`config.mk`:
```
export PLATFORM = sky130hd
export DESIGN_NAME = k_queues_shared_buffer
export DESIGN_NICKNAME = d
export VERILOG_FILES = /design/src/rtl/core/kqsb_pkg.sv /design/src/rtl/core/kqsb_ram.sv /design/src/rtl/core/kqsb_ctrl.sv /design/src/rtl/core/kqsb_datapath.sv /design/src/rtl/core/k_queues_shared_buffer.sv
export SDC_FILE = /design/constraint.sdc
export NUM_CORES = 1
export LEC_CHECK = 0
export ABC_AREA = 1
export BUFFER_PORTS_ARGS = -buffer_cell sky130_fd_sc_hd__buf_4
export CAP_MARGIN = 25
export CORE_ASPECT_RATIO = 0.8
export CORE_MARGIN = 2
export CORE_UTILIZATION = 46
export CTS_CLUSTER_DIAMETER = 120
export CTS_CLUSTER_SIZE = 8
export DETAILED_ROUTE_END_ITERATION = 6
export PLACE_DENSITY = 0.66
export SKIP_CTS_REPAIR_TIMING = 1
export SYNTH_ARGS = -nofsm -noshare
export SYNTH_HDL_FRONTEND = slang
export SYNTH_SLANG_ARGS = --single-unit
```
`constraint.sdc`:
```
create_clock -name clk -period 2.7 [get_ports clk]
set_input_delay 0.135 -clock clk [delete_from_list [all_inputs] [get_ports clk]]
set_output_delay 0.135 -clock clk [all_outputs]
set_load 0.01 [all_outputs]
```
`src/rtl/core/kqsb_pkg.sv`:
```
`timescale 1ns / 1ps
// ----------------------------------------------------------------------------
// kqsb_pkg: shared definitions for the shared-buffer queue block
// Operation and status codes, default sizes, and the controller/datapath
// command and status groups.
// ----------------------------------------------------------------------------
package kqsb_pkg;

    localparam int DATA_W       = 32;
    localparam int QID_W        = 2;
    localparam int STATUS_W     = 2;
    localparam int SLOTS_DEF    = 16;
    localparam int QUEUES_DEF   = 4;

    localparam logic CMD_ENQ = 1'b0;
    localparam logic CMD_DEQ = 1'b1;

    localparam logic [STATUS_W-1:0] ST_OK    = 2'd0;
    localparam logic [STATUS_W-1:0] ST_FULL  = 2'd1;
    localparam logic [STATUS_W-1:0] ST_EMPTY = 2'd2;

    // controller -> datapath
    typedef struct packed {
        logic accept;   // word taken, first reads issued
        logic fetch;    // dequeue: read link and data at the head slot
        logic commit;   // apply updates and load the result register
    } ctrl_cmd_t;

    // datapath -> controller
    typedef struct packed {
        logic deq_go;   // word on the input is a dequeue that will succeed
        logic out_free; // result register can take a word this cycle
    } ctrl_stat_t;

endpackage

```
`src/rtl/core/kqsb_ram.sv`:
```
`timescale 1ns / 1ps
// ----------------------------------------------------------------------------
// kqsb_ram: generic single-port-write, single-port-read RAM
// One write and one registered read per cycle; read data holds without rd_en.
// ----------------------------------------------------------------------------
module kqsb_ram #(
    parameter int WIDTH = 32,
    parameter int DEPTH = 16,
    localparam int AW   = (DEPTH > 1) ? $clog2(DEPTH) : 1
) (
    input  logic             clk,
    input  logic             wr_en,
    input  logic [AW-1:0]    wr_addr,
    input  logic [WIDTH-1:0] wr_data,
    input  logic             rd_en,
    input  logic [AW-1:0]    rd_addr,
    output logic [WIDTH-1:0] rd_data
);

    logic [WIDTH-1:0] mem [DEPTH];
    logic [WIDTH-1:0] rd_data_reg;

    always_ff @(posedge clk)
    begin
        if (wr_en)
        begin
            mem[wr_addr] <= wr_data;
        end
        if (rd_en)
        begin
            rd_data_reg <= mem[rd_addr];
        end
    end

    assign rd_data = rd_data_reg;

endmodule

```
`src/rtl/core/kqsb_ctrl.sv`:
```
`timescale 1ns / 1ps
// ----------------------------------------------------------------------------
// kqsb_ctrl: sequencer for the shared-buffer queue block
// Takes one word at a time; pointer fetch (successful dequeues only), then commit.
// ----------------------------------------------------------------------------
module kqsb_ctrl (
    input  logic                 clk,
    input  logic                 rst_n,
    input  logic                 in_valid,
    output logic                 in_stall,
    input  kqsb_pkg::ctrl_stat_t stat,
    output kqsb_pkg::ctrl_cmd_t  ctl
);

    import kqsb_pkg::*;

    typedef enum logic [1:0] {
        S_IDLE,
        S_FETCH,
        S_COMMIT
    } state_t;

    state_t state_reg;
    state_t state_next;
    logic   in_stall_reg;
    logic   in_stall_next;

    always_comb
    begin
        ctl.accept = in_valid && !in_stall_reg;
        ctl.fetch  = (state_reg == S_FETCH);
        ctl.commit = (state_reg == S_COMMIT) && stat.out_free;

        state_next    = state_reg;
        in_stall_next = in_stall_reg;
        case (state_reg)
            S_IDLE:
            begin
                if (ctl.accept)
                begin
                    state_next    = stat.deq_go ? S_FETCH : S_COMMIT;
                    in_stall_next = 1'b1;
                end
            end
            S_FETCH:
            begin
                state_next = S_COMMIT;
            end
            S_COMMIT:
            begin
                if (stat.out_free)
                begin
                    state_next    = S_IDLE;
                    in_stall_next = 1'b0;
                end
            end
            default:
            begin
                state_next    = S_IDLE;
                in_stall_next = 1'b0;
            end
        endcase
    end

    always_ff @(posedge clk or negedge rst_n)
    begin
        if (!rst_n)
        begin
            state_reg    <= S_IDLE;
            in_stall_reg <= 1'b0;
        end
        else
        begin
            state_reg    <= state_next;
            in_stall_reg <= in_stall_next;
        end
    end

    assign in_stall = in_stall_reg;

endmodule

```
`src/rtl/core/kqsb_datapath.sv`:
```
`timescale 1ns / 1ps
// ----------------------------------------------------------------------------
// kqsb_datapath: pointer registers, link/data/head/tail RAMs, result register
// Free list head, head valid bits and the fresh-slot watermark live here.
// ----------------------------------------------------------------------------
module kqsb_datapath #(
    parameter int SLOTS  = kqsb_pkg::SLOTS_DEF,
    parameter int QUEUES = kqsb_pkg::QUEUES_DEF
) (
    input  logic                                 clk,
    input  logic                                 rst_n,
    input  logic                                 cmd,
    input  logic [kqsb_pkg::QID_W-1:0]           queue_id,
    input  logic signed [kqsb_pkg::DATA_W-1:0]   data_in,
    input  kqsb_pkg::ctrl_cmd_t                  ctl,
    output kqsb_pkg::ctrl_stat_t                 stat,
    output logic                                 out_valid,
    input  logic                                 out_stall,
    output logic signed [kqsb_pkg::DATA_W-1:0]   data_out,
    output logic [kqsb_pkg::STATUS_W-1:0]        status
);

    import kqsb_pkg::*;

    localparam int SLOT_W = $clog2(SLOTS);
    localparam int PTR_W  = $clog2(SLOTS + 1);
    localparam int QA_W   = (QUEUES > 1) ? $clog2(QUEUES) : 1;
    localparam int QW     = (QA_W > QID_W) ? QA_W : QID_W;
    localparam logic [PTR_W-1:0] NIL      = PTR_W'(SLOTS);
    localparam logic [QW:0]      QUEUES_N = (QW + 1)'(QUEUES);

    // input decode
    logic [QW-1:0]   q_wide;
    logic [QA_W-1:0] q_addr;
    logic            in_range;
    logic            ok_now;

    // latched word
    logic              cmd_reg;
    logic [QA_W-1:0]   q_reg;
    logic [DATA_W-1:0] data_reg;
    logic              ok_reg;

    // pointer state
    logic [PTR_W-1:0]  free_head_reg, free_head_next;
    logic [PTR_W-1:0]  wm_reg, wm_next;          // slots at or above are untouched
    logic [QUEUES-1:0] head_valid_reg, head_valid_next;

    // link read side
    logic              link_rd_en;
    logic [SLOT_W-1:0] link_rd_addr;
    logic [PTR_W-1:0]  rd_ptr;
    logic              link_fresh_reg;
    logic [PTR_W-1:0]  link_succ_reg;
    logic [PTR_W-1:0]  link_rd;
    logic [PTR_W-1:0]  next_ptr;

    // RAM read data
    logic [SLOT_W-1:0] head_rd;
    logic [SLOT_W-1:0] tail_rd;
    logic [DATA_W-1:0] data_rd;

    // commit side
    logic              do_enq, do_deq;
    logic              q_empty, is_last;
    logic [SLOT_W-1:0] slot_new;
    logic              link_wr_en;
    logic [SLOT_W-1:0] link_wr_addr;
    logic [PTR_W-1:0]  link_wr_data;
    logic              head_wr_en;
    logic [SLOT_W-1:0] head_wr_data;

    // result register
    logic                out_valid_reg, out_valid_next;
    logic [DATA_W-1:0]   data_out_reg;
    logic [STATUS_W-1:0] status_reg;

    always_comb
    begin
        q_wide   = QW'(queue_id);
        q_addr   = q_wide[QA_W-1:0];
        in_range = ({1'b0, q_wide} < QUEUES_N);
        stat.deq_go   = (cmd == CMD_DEQ) && in_range && head_valid_reg[q_addr];
        stat.out_free = !out_valid_reg || !out_stall;
        ok_now = (cmd == CMD_ENQ) ? (in_range && (free_head_reg < NIL)) : stat.deq_go;
    end

    always_ff @(posedge clk)
    begin
        if (ctl.accept)
        begin
            cmd_reg  <= cmd;
            q_reg    <= q_addr;
            data_reg <= data_in;
            ok_reg   <= ok_now;
        end
        if (link_rd_en)
        begin
            link_fresh_reg <= (rd_ptr >= wm_reg);
            link_succ_reg  <= rd_ptr + PTR_W'(1);
        end
    end

    // untouched slots still chain to their successor
    always_comb
    begin
        link_rd_en   = ctl.accept || ctl.fetch;
        link_rd_addr = ctl.fetch ? head_rd : free_head_reg[SLOT_W-1:0];
        rd_ptr       = ctl.fetch ? PTR_W'(head_rd) : free_head_reg;
        next_ptr     = link_fresh_reg ? link_succ_reg : link_rd;
    end

    always_comb
    begin
        do_enq   = ctl.commit && ok_reg && (cmd_reg == CMD_ENQ);
        do_deq   = ctl.commit && ok_reg && (cmd_reg == CMD_DEQ);
        slot_new = free_head_reg[SLOT_W-1:0];
        q_empty  = !head_valid_reg[q_reg];
        is_last  = (head_rd == tail_rd);

        link_wr_en   = (do_enq && !q_empty) || do_deq;
        link_wr_addr = do_deq ? head_rd : tail_rd;
        link_wr_data = do_deq ? free_head_reg : PTR_W'(slot_new);

        head_wr_en   = (do_enq && q_empty) || (do_deq && !is_last);
        head_wr_data = do_deq ? next_ptr[SLOT_W-1:0] : slot_new;

        free_head_next  = free_head_reg;
        wm_next         = wm_reg;
        head_valid_next = head_valid_reg;
        if (do_enq)
        begin
            free_head_next = next_ptr;
            if (free_head_reg >= wm_reg)
            begin
                wm_next = wm_reg + PTR_W'(1);
            end
            if (q_empty)
            begin
                head_valid_next[q_reg] = 1'b1;
            end
        end
        if (do_deq)
        begin
            free_head_next = PTR_W'(head_rd);
            if (is_last)
            begin
                head_valid_next[q_reg] = 1'b0;
            end
        end

        out_valid_next = out_valid_reg && out_stall;
        if (ctl.commit)
        begin
            out_valid_next = 1'b1;
        end
    end

    always_ff @(posedge clk or negedge rst_n)
    begin
        if (!rst_n)
        begin
            free_head_reg  <= '0;
            wm_reg         <= '0;
            head_valid_reg <= '0;
            out_valid_reg  <= 1'b0;
        end
        else
        begin
            free_head_reg  <= free_head_next;
            wm_reg         <= wm_next;
            head_valid_reg <= head_valid_next;
            out_valid_reg  <= out_valid_next;
        end
    end

    always_ff @(posedge clk)
    begin
        if (ctl.commit)
        begin
            data_out_reg <= (ok_reg && (cmd_reg == CMD_DEQ)) ? data_rd : '0;
            if (ok_reg)
            begin
                status_reg <= ST_OK;
            end
            else
            begin
                status_reg <= (cmd_reg == CMD_ENQ) ? ST_FULL : ST_EMPTY;
            end
        end
    end

    assign out_valid = out_valid_reg;
    assign data_out  = data_out_reg;
    assign status    = status_reg;

    kqsb_ram #(.WIDTH(DATA_W), .DEPTH(SLOTS)) u_data_ram (
        .clk     (clk),
        .wr_en   (do_enq),
        .wr_addr (slot_new),
        .wr_data (data_reg),
        .rd_en   (ctl.fetch),
        .rd_addr (head_rd),
        .rd_data (data_rd)
    );

    kqsb_ram #(.WIDTH(PTR_W), .DEPTH(SLOTS)) u_link_ram (
        .clk     (clk),
        .wr_en   (link_wr_en),
        .wr_addr (link_wr_addr),
        .wr_data (link_wr_data),
        .rd_en   (link_rd_en),
        .rd_addr (link_rd_addr),
        .rd_data (link_rd)
    );

    kqsb_ram #(.WIDTH(SLOT_W), .DEPTH(QUEUES)) u_head_ram (
        .clk     (clk),
        .wr_en   (head_wr_en),
        .wr_addr (q_reg),
        .wr_data (head_wr_data),
        .rd_en   (ctl.accept),
        .rd_addr (q_addr),
        .rd_data (head_rd)
    );

    kqsb_ram #(.WIDTH(SLOT_W), .DEPTH(QUEUES)) u_tail_ram (
        .clk     (clk),
        .wr_en   (do_enq),
        .wr_addr (q_reg),
        .wr_data (slot_new),
        .rd_en   (ctl.accept),
        .rd_addr (q_addr),
        .rd_data (tail_rd)
    );

endmodule

```
`src/rtl/core/k_queues_shared_buffer.sv`:
```
`timescale 1ns / 1ps
// ----------------------------------------------------------------------------
// k_queues_shared_buffer: several FIFO queues in one shared slot store
//
// Input channel (in_valid / in_stall) carries one word per operation:
// cmd selects enqueue or dequeue, queue_id picks the queue, data_in is
// the word to append. Output channel (out_valid / out_stall) returns one
// word per operation: data_out (dequeued word, else 0) and status
// (ok, store full, queue empty). Out-of-range queue numbers fail.
//
// Sequencing: one operation in flight. An enqueue or a failing operation
// goes from accept to commit; a successful dequeue has a fetch state in
// between: the head pointer read must finish before the link and data
// RAMs can be read at that slot. A new word is taken the cycle after the
// result is loaded. The result register holds while out_stall is high;
// the next word is still accepted, its commit waiting until it frees up.
//
// Reset: all queues empty, free list chains every slot in order. No
// clearing pass: a watermark marks slots never touched, whose link reads
// as the next slot index.
// ----------------------------------------------------------------------------
module k_queues_shared_buffer #(
    parameter int SLOTS  = kqsb_pkg::SLOTS_DEF,
    parameter int QUEUES = kqsb_pkg::QUEUES_DEF
) (
    input  logic                                 clk,
    input  logic                                 rst_n,
    input  logic                                 in_valid,
    output logic                                 in_stall,
    input  logic                                 cmd,
    input  logic [kqsb_pkg::QID_W-1:0]           queue_id,
    input  logic signed [kqsb_pkg::DATA_W-1:0]   data_in,
    output logic                                 out_valid,
    input  logic                                 out_stall,
    output logic signed [kqsb_pkg::DATA_W-1:0]   data_out,
    output logic [kqsb_pkg::STATUS_W-1:0]        status
);

    import kqsb_pkg::*;

    ctrl_cmd_t  ctl;
    ctrl_stat_t stat;

    // sequencer: accept -> (fetch) -> commit
    kqsb_ctrl u_ctrl (
        .clk      (clk),
        .rst_n    (rst_n),
        .in_valid (in_valid),
        .in_stall (in_stall),
        .stat     (stat),
        .ctl      (ctl)
    );

    // pointers, RAMs and the result register
    kqsb_datapath #(
        .SLOTS  (SLOTS),
        .QUEUES (QUEUES)
    ) u_datapath (
        .clk       (clk),
        .rst_n     (rst_n),
        .cmd       (cmd),
        .queue_id  (queue_id),
        .data_in   (data_in),
        .ctl       (ctl),
        .stat      (stat),
        .out_valid (out_valid),
        .out_stall (out_stall),
        .data_out  (data_out),
        .status    (status)
    );

    // busy right after taking a word
    assert property (@(posedge clk) disable iff (!rst_n)
        ctl.accept |=> in_stall)
        else $error("input not stalled after accept");

    // commit always lands in the result register
    assert property (@(posedge clk) disable iff (!rst_n)
        ctl.commit |=> out_valid)
        else $error("result lost at commit");

    // failed operations return a zero word
    assert property (@(posedge clk) disable iff (!rst_n)
        (out_valid && (status != ST_OK)) |-> (data_out == '0))
        else $error("nonzero data on failed operation");

    // commit only when the result register can take it
    assert property (@(posedge clk) disable iff (!rst_n)
        (out_valid && out_stall) |-> !ctl.commit)
        else $error("commit overwrote a stalled result");

endmodule

```
==> results of run 1 <==
-- cells in the final DEF, fill, tap and decap left out, drive strengths merged, types with 6 or more instances in the layout --
| cell | synthesis | routed |
|---|---|---|
| edfxtp | 745 | 745 |
| nand3 | 159 | 159 |
| dfrtp | 18 | 18 |
| buf | 60 | 139 |
| inv | 168 | 170 |
| clkbuf | 69 | 138 |
| nor2 | 400 | 400 |
| ha | 12 | 12 |
| o211ai | 65 | 65 |
| o221ai | 63 | 63 |
| nand2 | 161 | 161 |
| a21oi | 27 | 27 |
| xor2 | 6 | 6 |
| o21ai | 307 | 307 |
| o22ai | 8 | 8 |
| dlygate4sd3 | 0 | 38 |
-- routing by layer --
layer	track usage	wire [um]	up-vias
li1	-	-	8614
met4	0.0662	1580	0
met3	0.0434	5670	121
met1	0.303	31600	9326
met2	0.320	32200	807
met5	0	0	-
-- worst max-delay path, delay by kind of cell, from the launching register on --
| kind | cells | cell delay, ns |
|---|---|---|
| buffers and inverters | 2 | 0.44 |
| flip-flops | 1 | 0.43 |
| AND/OR/NAND/NOR | 6 | 1.31 |
-- path summary, 6_finish.rpt --
| path | endpoint | cells after the start |
|---|---|---|
| max in group asynchronous | u_datapath.wm_reg[0] | 3 |
| min reg2reg | u_datapath.wm_reg[4] | 2 |
| max reg2reg | u_datapath.u_data_ram.mem[5][13] | 8 |
| min | u_ctrl.in_stall | 4 |
| max | u_datapath.u_data_ram.mem[5][13] | 8 |
| min in group asynchronous | u_ctrl.state_reg[0] | 3 |
-- cell usage after synthesis, types with 8 or more instances --
| master | count |
|---|---|
| nor2_1 | 397 |
| ha_1 | 12 |
| dfrtp_1 | 18 |
| o211ai_1 | 65 |
| buf_1 | 8 |
| a21oi_1 | 27 |
| inv_1 | 162 |
| edfxtp_1 | 745 |
| o21ai_1 | 20 |
| o22ai_1 | 8 |
| o221ai_1 | 63 |
| nand2_1 | 155 |
| clkbuf_1 | 69 |
| buf_2 | 42 |
| nand3_1 | 159 |
| o21ai_0 | 282 |
-- logic make-up after synthesis --
| kind of cell | after synthesis |
|---|---|
| xor gates and xnor gates | 11 |
| DFF | 763 |
| buffers and inverters | 298 |
| and+or+nand+nor | 727 |
| adders and majority gates | 12 |
| AOI/OAI and AO/OA | 483 |
-- report_power, final --
group          switching (mW)  total [mW]  internal (mW)  leakage, nW
clock network            4.55        11.7           7.17         1.40
registers               0.671        15.1           14.4         6.94
logic                    4.00        5.81           1.82         4.03
-- layout make-up --
| type | count | area, sq um |
|---|---|---|
| fill | 5061 | 29100 |
| clock buffer | 138 | 2790 |
| sequential | 763 | 22800 |
| timing repair buffer | 177 | 1760 |
| tap | 850 | 1060 |
| clock inverter | 5 | 105 |
| multi-input combinational | 1233 | 6240 |
| inverter | 169 | 639 |
==> results_dict.tcl, run 1 <==
set metrics [dict create \
    rsz_0062_raised_after_global_routing "false" \
    detailedRoute.firstIterationViolations 1901 \
    area.growth.synth_to_final_pct 17.4 \
    cts_htree_levels 3 \
    synth_adder_area_share 0.00498 \
    postSynth.topFlopCell "edfxtp_1" \
    design.portCount 75 \
    status "completed" \
    tritoncts_clock_tree "yes" \
    grt_max_degree 84 \
    hold_viol 0 \
    detail_route.wl_per_cell_um 21.3 \
    first_global_vias 18500 \
    path_cells "nor2_2, nand2_2, nor2_4, nand2_2, inv_2, nand3_1, nor2_4, buf_4" \
    synth_compound_gate_area_share 0.0956 \
    cp_max_fo 12 \
    max-clock-path-buffers 3 \
    clk_transition_reported_paths_ns 0.06 \
    row_count 83 \
    data_arrival_critical_path_ns 2.84 \
    layout_top_registers "u_datapath.u_data_ram.mem: 512 flops, u_datapath.u_link_ram.mem: 80 flops" \
    final_critical_path_setup_slack_ns 0.191 \
    synth.cell_area_sq_um 30200 \
    tns_ns 0 \
    synth_simple_gate_area_share 0.0990 \
    cellLeakagePower_nw 12.4 \
    nNetsFinal 2500 \
    synth_fp_nets 2345 \
    timing.max_slew.rel_slack 0.358 \
    yosysWarningCount 0 \
    ir_drop_uv 605 \
    layout-drive-gt1-share 0.118 \
    synth_top_family_by_area "simple AND/OR/NAND/NOR gates" \
    synth.avg_cell_area_sq_um 13.2 \
    drv.max_cap_violation_count 0 \
    detail-route-antenna-nets 0 \
    setup_viol 0 \
    postSynthCellCount 2294 \
    cts_inserted_buffers 105 \
    number_of_antenna_violations_at_the_first_check_in_global_routing 0 \
    critical_path.reg2reg.startpoint "u_ctrl.state_reg[0]" \
    drt-total-wl_mm 71.0 \
    post-route-cell-area_sq_um 35400 \
    hold_slack_ns 0.00249 \
    regMostFlops "u_datapath.u_data_ram.mem" \
    synth_seq_cells 763 \
    power_density_nw_per_um2 921 \
    grt_pass1_wl_mm 108 \
    max_freq_mhz 399 \
    dieWidth_um 290 \
    final_min_period_over_clock_period 0.929 \
    area_of_the_die_sq_um 67700 \
    antennaDiodeCount 0 \
    vias_per_cell 5.66 \
    die_h_um 233 \
    worst_pin_slew_ns 0.959 \
    drc 0 \
    yosys-top-cells-area "edfxtp_1, nor2_1, o21ai_0, nand3_1, inv_1" \
    cts_root_buffer "clkbuf_16" \
    synthXorXnorAreaFrac 0.00319 \
    detailedPlace.worstSlack_ns 0.274 \
    largest_register_ffs 512 \
    placement.io_buffers 74 \
    final_cell_count_no_fill 3335 \
    grtUsageTotal 0.210 \
    final_core_occ 0.549 \
    globalRouteOverflowTotal 0 \
    synth_edf_count 745 \
    floorplan.initialDensity 0.468 \
    r2r_slack_ns 0.19 \
    ys_seq_area_frac 0.756 \
    period_needed_ns 2.51 \
    slowest_stage_delay_cp_ns 0.43 \
    critical_path_class "reg -> reg" \
    detailed_placer_s_ending_hpwl_mm 40.9 \
    setup.worst_path.start_class "flip-flop" \
    core_sq_um 64500 \
    drt_first_pass_iters 5 \
    startpoint "u_ctrl.state_reg[0]" \
    final-max-slew-violation-count 0 \
    final.setup_skew_ns 0.0230 \
    place_area_sq_um 32100 \
    end_kind "flip-flop" \
    power_mw 32.6 \
    insertion_delay_ns 0.66 \
    detailroute.via_count 18900 \
    clock_sink_count 763 \
    crit_path_top_delay_cell "dfrtp_1" \
    required_time_of_the_critical_path_ns 3.03 \
    synth.area.mux_share 0 \
    synth.lib_cells_used.distinct 38 \
    min_path_type "in -> reg" \
    synthDominantCellAreaShare 0.741 \
    routabilityCongestion 0.849 \
    cell_count_post_placement 3154 \
    min-delay-start "in_valid" \
    async_set_reset_flop_share_out_of_synthesis 0.0236 \
    synth_area_leader "edfxtp_1" \
]
(Power assumes the default switching activity.)
==> inputs of run 2 (changes only) <==
Settings changed: ABC_AREA 1 to default.
==> run 2 against run 1 <==
Sequential share of layout area rose by 1.5 points. Combinational power is 43% lower. Fmax is 1.6% higher. Non-clock buffer count is 12 higher. Core utilization grew 0.41 points. Final cell count shrank 26%. Largest power group unchanged. Sequential power down 7%. Worst hold slack better by 0.18 ns. Flip-flop and latch count is the same. Highest routed layer unchanged. Area after synthesis fell by 3.7%. Synthesized cell count shrank 41%. Power down 11%. Largest cell class unchanged.
==> results_dict.tcl, run 2 <==
set metrics [dict create \
    setup_viol 0 \
    final-max-slew-violation-count 0 \
    die_h_um 229 \
    cellLeakagePower_nw 11.4 \
    place_area_sq_um 31300 \
    async_set_reset_flop_share_out_of_synthesis 0.0236 \
    final.setup_skew_ns 0.0412 \
    layout-drive-gt1-share 0.284 \
    synth_common_cells "edfxtp_1, mux4_2, nor2_1" \
    synth_edf_count 745 \
    postSynth.topFlopCell "edfxtp_1" \
    largest_register_ffs 512 \
    layout_top_registers "u_datapath.u_data_ram.mem: 512 flops, u_datapath.u_link_ram.mem: 80 flops" \
    layout.cells.most_common_list "edfxtp_1, mux4_2, buf_4, clkbuf_16, nor2_1" \
    placement.io_buffers 74 \
    drv.max_cap_violation_count 0 \
    yosysWarningCount 0 \
    cts_htree_levels 3 \
    met3RoutedLength_mm 4.81 \
    post-route-cell-area_sq_um 34600 \
    regMostFlops "u_datapath.u_data_ram.mem" \
    dieWidth_um 285 \
    detail-route-antenna-nets 0 \
    routed-wl-met2_mm 28.6 \
    route.layer.met1.wl_mm 27.6 \
    area.growth.synth_to_final_pct 19.3 \
    floorplan.initialDensity 0.464 \
    synth_area_leader "edfxtp_1" \
    required_time_of_the_critical_path_ns 2.97 \
    synthDominantCellAreaShare 0.770 \
    grt_pass1_wl_mm 93.2 \
    nNetsFinal 1636 \
    design.portCount 75 \
    yosys-top-cells-area "edfxtp_1, mux4_2, dfrtp_1, mux2i_1, nor2_1" \
    ir_drop_uv 594 \
    detailed_placer_s_ending_hpwl_mm 35.0 \
    cts_root_buffer "clkbuf_16" \
    final_min_period_over_clock_period 0.915 \
    data_arrival_critical_path_ns 2.74 \
    vias_per_cell 5.74 \
    end_kind "flip-flop" \
    drt-total-wl_mm 62.6 \
    route.top_layer_used "met4" \
    final_core_occ 0.553 \
    power_density_nw_per_um2 841 \
    n_fill_cell 4694 \
    routabilityCongestion 0.834 \
    hold_viol 0 \
    setup.worst_path.start_class "flip-flop" \
    period_needed_ns 2.47 \
    detailroute.via_count 14100 \
    max_freq_mhz 405 \
    tritoncts_clock_tree "yes" \
    core_sq_um 62600 \
    clock_sink_count 763 \
    max-clock-path-buffers 3 \
    grtUsageTotal 0.195 \
    tns_ns 0 \
    synth.avg_cell_area_sq_um 21.4 \
    synth_fp_nets 1408 \
    drt_first_pass_iters 6 \
    status "completed" \
    clk_transition_reported_paths_ns 0.05 \
    timing.max_slew.rel_slack 0.339 \
    final_common_cell "edfxtp_1" \
    synth_seq_cells 763 \
    rsz_0062_raised_after_global_routing "false" \
    row_count 82 \
    yosys.cell_count.top_type "edfxtp_1" \
    area_of_the_die_sq_um 65200 \
    grt_max_degree 53 \
    number_of_antenna_violations_at_the_first_check_in_global_routing 0 \
    drc 0 \
    detail_route.wl_per_cell_um 25.4 \
    cts_inserted_buffers 105 \
    synth.cell_area_sq_um 29000 \
    critical_path_class "reg -> reg" \
    ys_seq_area_frac 0.786 \
    min_path_type "in -> reg" \
    detailedRoute.firstIterationViolations 1490 \
    postSynthCellCount 1357 \
    globalRouteOverflowTotal 0 \
    antennaDiodeCount 0 \
    cp_max_fo 7 \
    insertion_delay_ns 0.67 \
    synth.lib_cells_used.distinct 40 \
    worst_pin_slew_ns 0.989 \
    first_global_vias 14300 \
]
==> run 2: cell count changes in the layout (fill, tap and decap cells not counted), moves of 28 or more <==
cell / before / now
nand3_1: 159 / 15
nand2_1: 155 / 55
inv_1: 158 / 12
mux2i_1: 0 / 28
and3_1: 0 / 34
nor2_1: 381 / 58
o221ai_1: 63 / 5
o21ai_0: 282 / 20
mux4_2: 0 / 170
o211ai_1: 65 / 0
==> run 2: worst paths after layout <==
check                                             endpoint  cells past startpoint  slack [ns]                 start
min reg2reg                           u_datapath.wm_reg[4]                      1        0.48  u_datapath.wm_reg[4]
min                                u_datapath.data_reg[23]                      2        0.18           data_in[23]
max in group asynchronous     u_datapath.head_valid_reg[2]                      3        1.33                 rst_n
min in group asynchronous      u_datapath.free_head_reg[1]                      3        0.74                 rst_n
max reg2reg                u_datapath.u_link_ram.mem[0][1]                      6        0.23   u_ctrl.state_reg[0]
max                        u_datapath.u_link_ram.mem[0][1]                      6        0.23   u_ctrl.state_reg[0]
==> run 2: layer usage <==
metal / track usage / up-vias
met2: 0.289 / 577
met1: 0.289 / 7426
met3: 0.0485 / 114
met5: 0 / -
met4: 0.0591 / 0
li1: - / 6003
==> run 2: metrics by stage <==
stage	setup WS (ns)	instances	hold slack [ns]	power (mW)
6_report	0.230	2458	0.184	29.1
5_1_grt	0.00272	2458	0.165	30.2
4_1_cts	0.198	2419	-0.670	29.3
3_5_place_dp	0.241	2279	0.0438	17.6
3_3_place_gp	0.332	2279	0.0359	17.5
2_1_floorplan	-0.406	1357	-0.161	16.3
==> run 2: cell type report <==
| class | count | area, sq um | area share |
|---|---|---|---|
| tap | 840 | 1050 | 0.0303 |
| clock inverter | 7 | 166 | 0.00480 |
| clock buffer | 133 | 2750 | 0.0795 |
| timing repair buffer | 189 | 1840 | 0.0532 |
| inverter | 18 | 70.1 | 0.00202 |
| sequential | 763 | 22800 | 0.659 |
| multi-input combinational | 508 | 5930 | 0.171 |
==> run 2: cells by family after synthesis <==
group / share of synthesized area
adder cells (fa/ha/maj): 0.00517
multiplexers: 0.142
XOR/XNOR: 0.00332
AND/OR/NAND/NOR: 0.0343
flip-flops: 0.786
buffers and inverters: 0.0146
AO/OA/AOI/OAI: 0.0147
==> run 2: where the power goes <==
group | switching, mW | internal [mW] | leakage, nW
Sequential | 0.385 | 13.7 | 6.96
Clock | 4.66 | 7.05 | 1.40
Combinational | 1.93 | 1.37 | 3.03
Total | 6.98 | 22.2 | 11.4
==> run 2: worst max-delay path, cell delays in order (launching register included) <==
cell     delay (ns)
dfrtp_1        0.44
a21oi_1        0.22
and3_1         0.25
nand2_1        0.13
mux2i_1        0.33
nand2_1        0.23
nor2_1         0.47
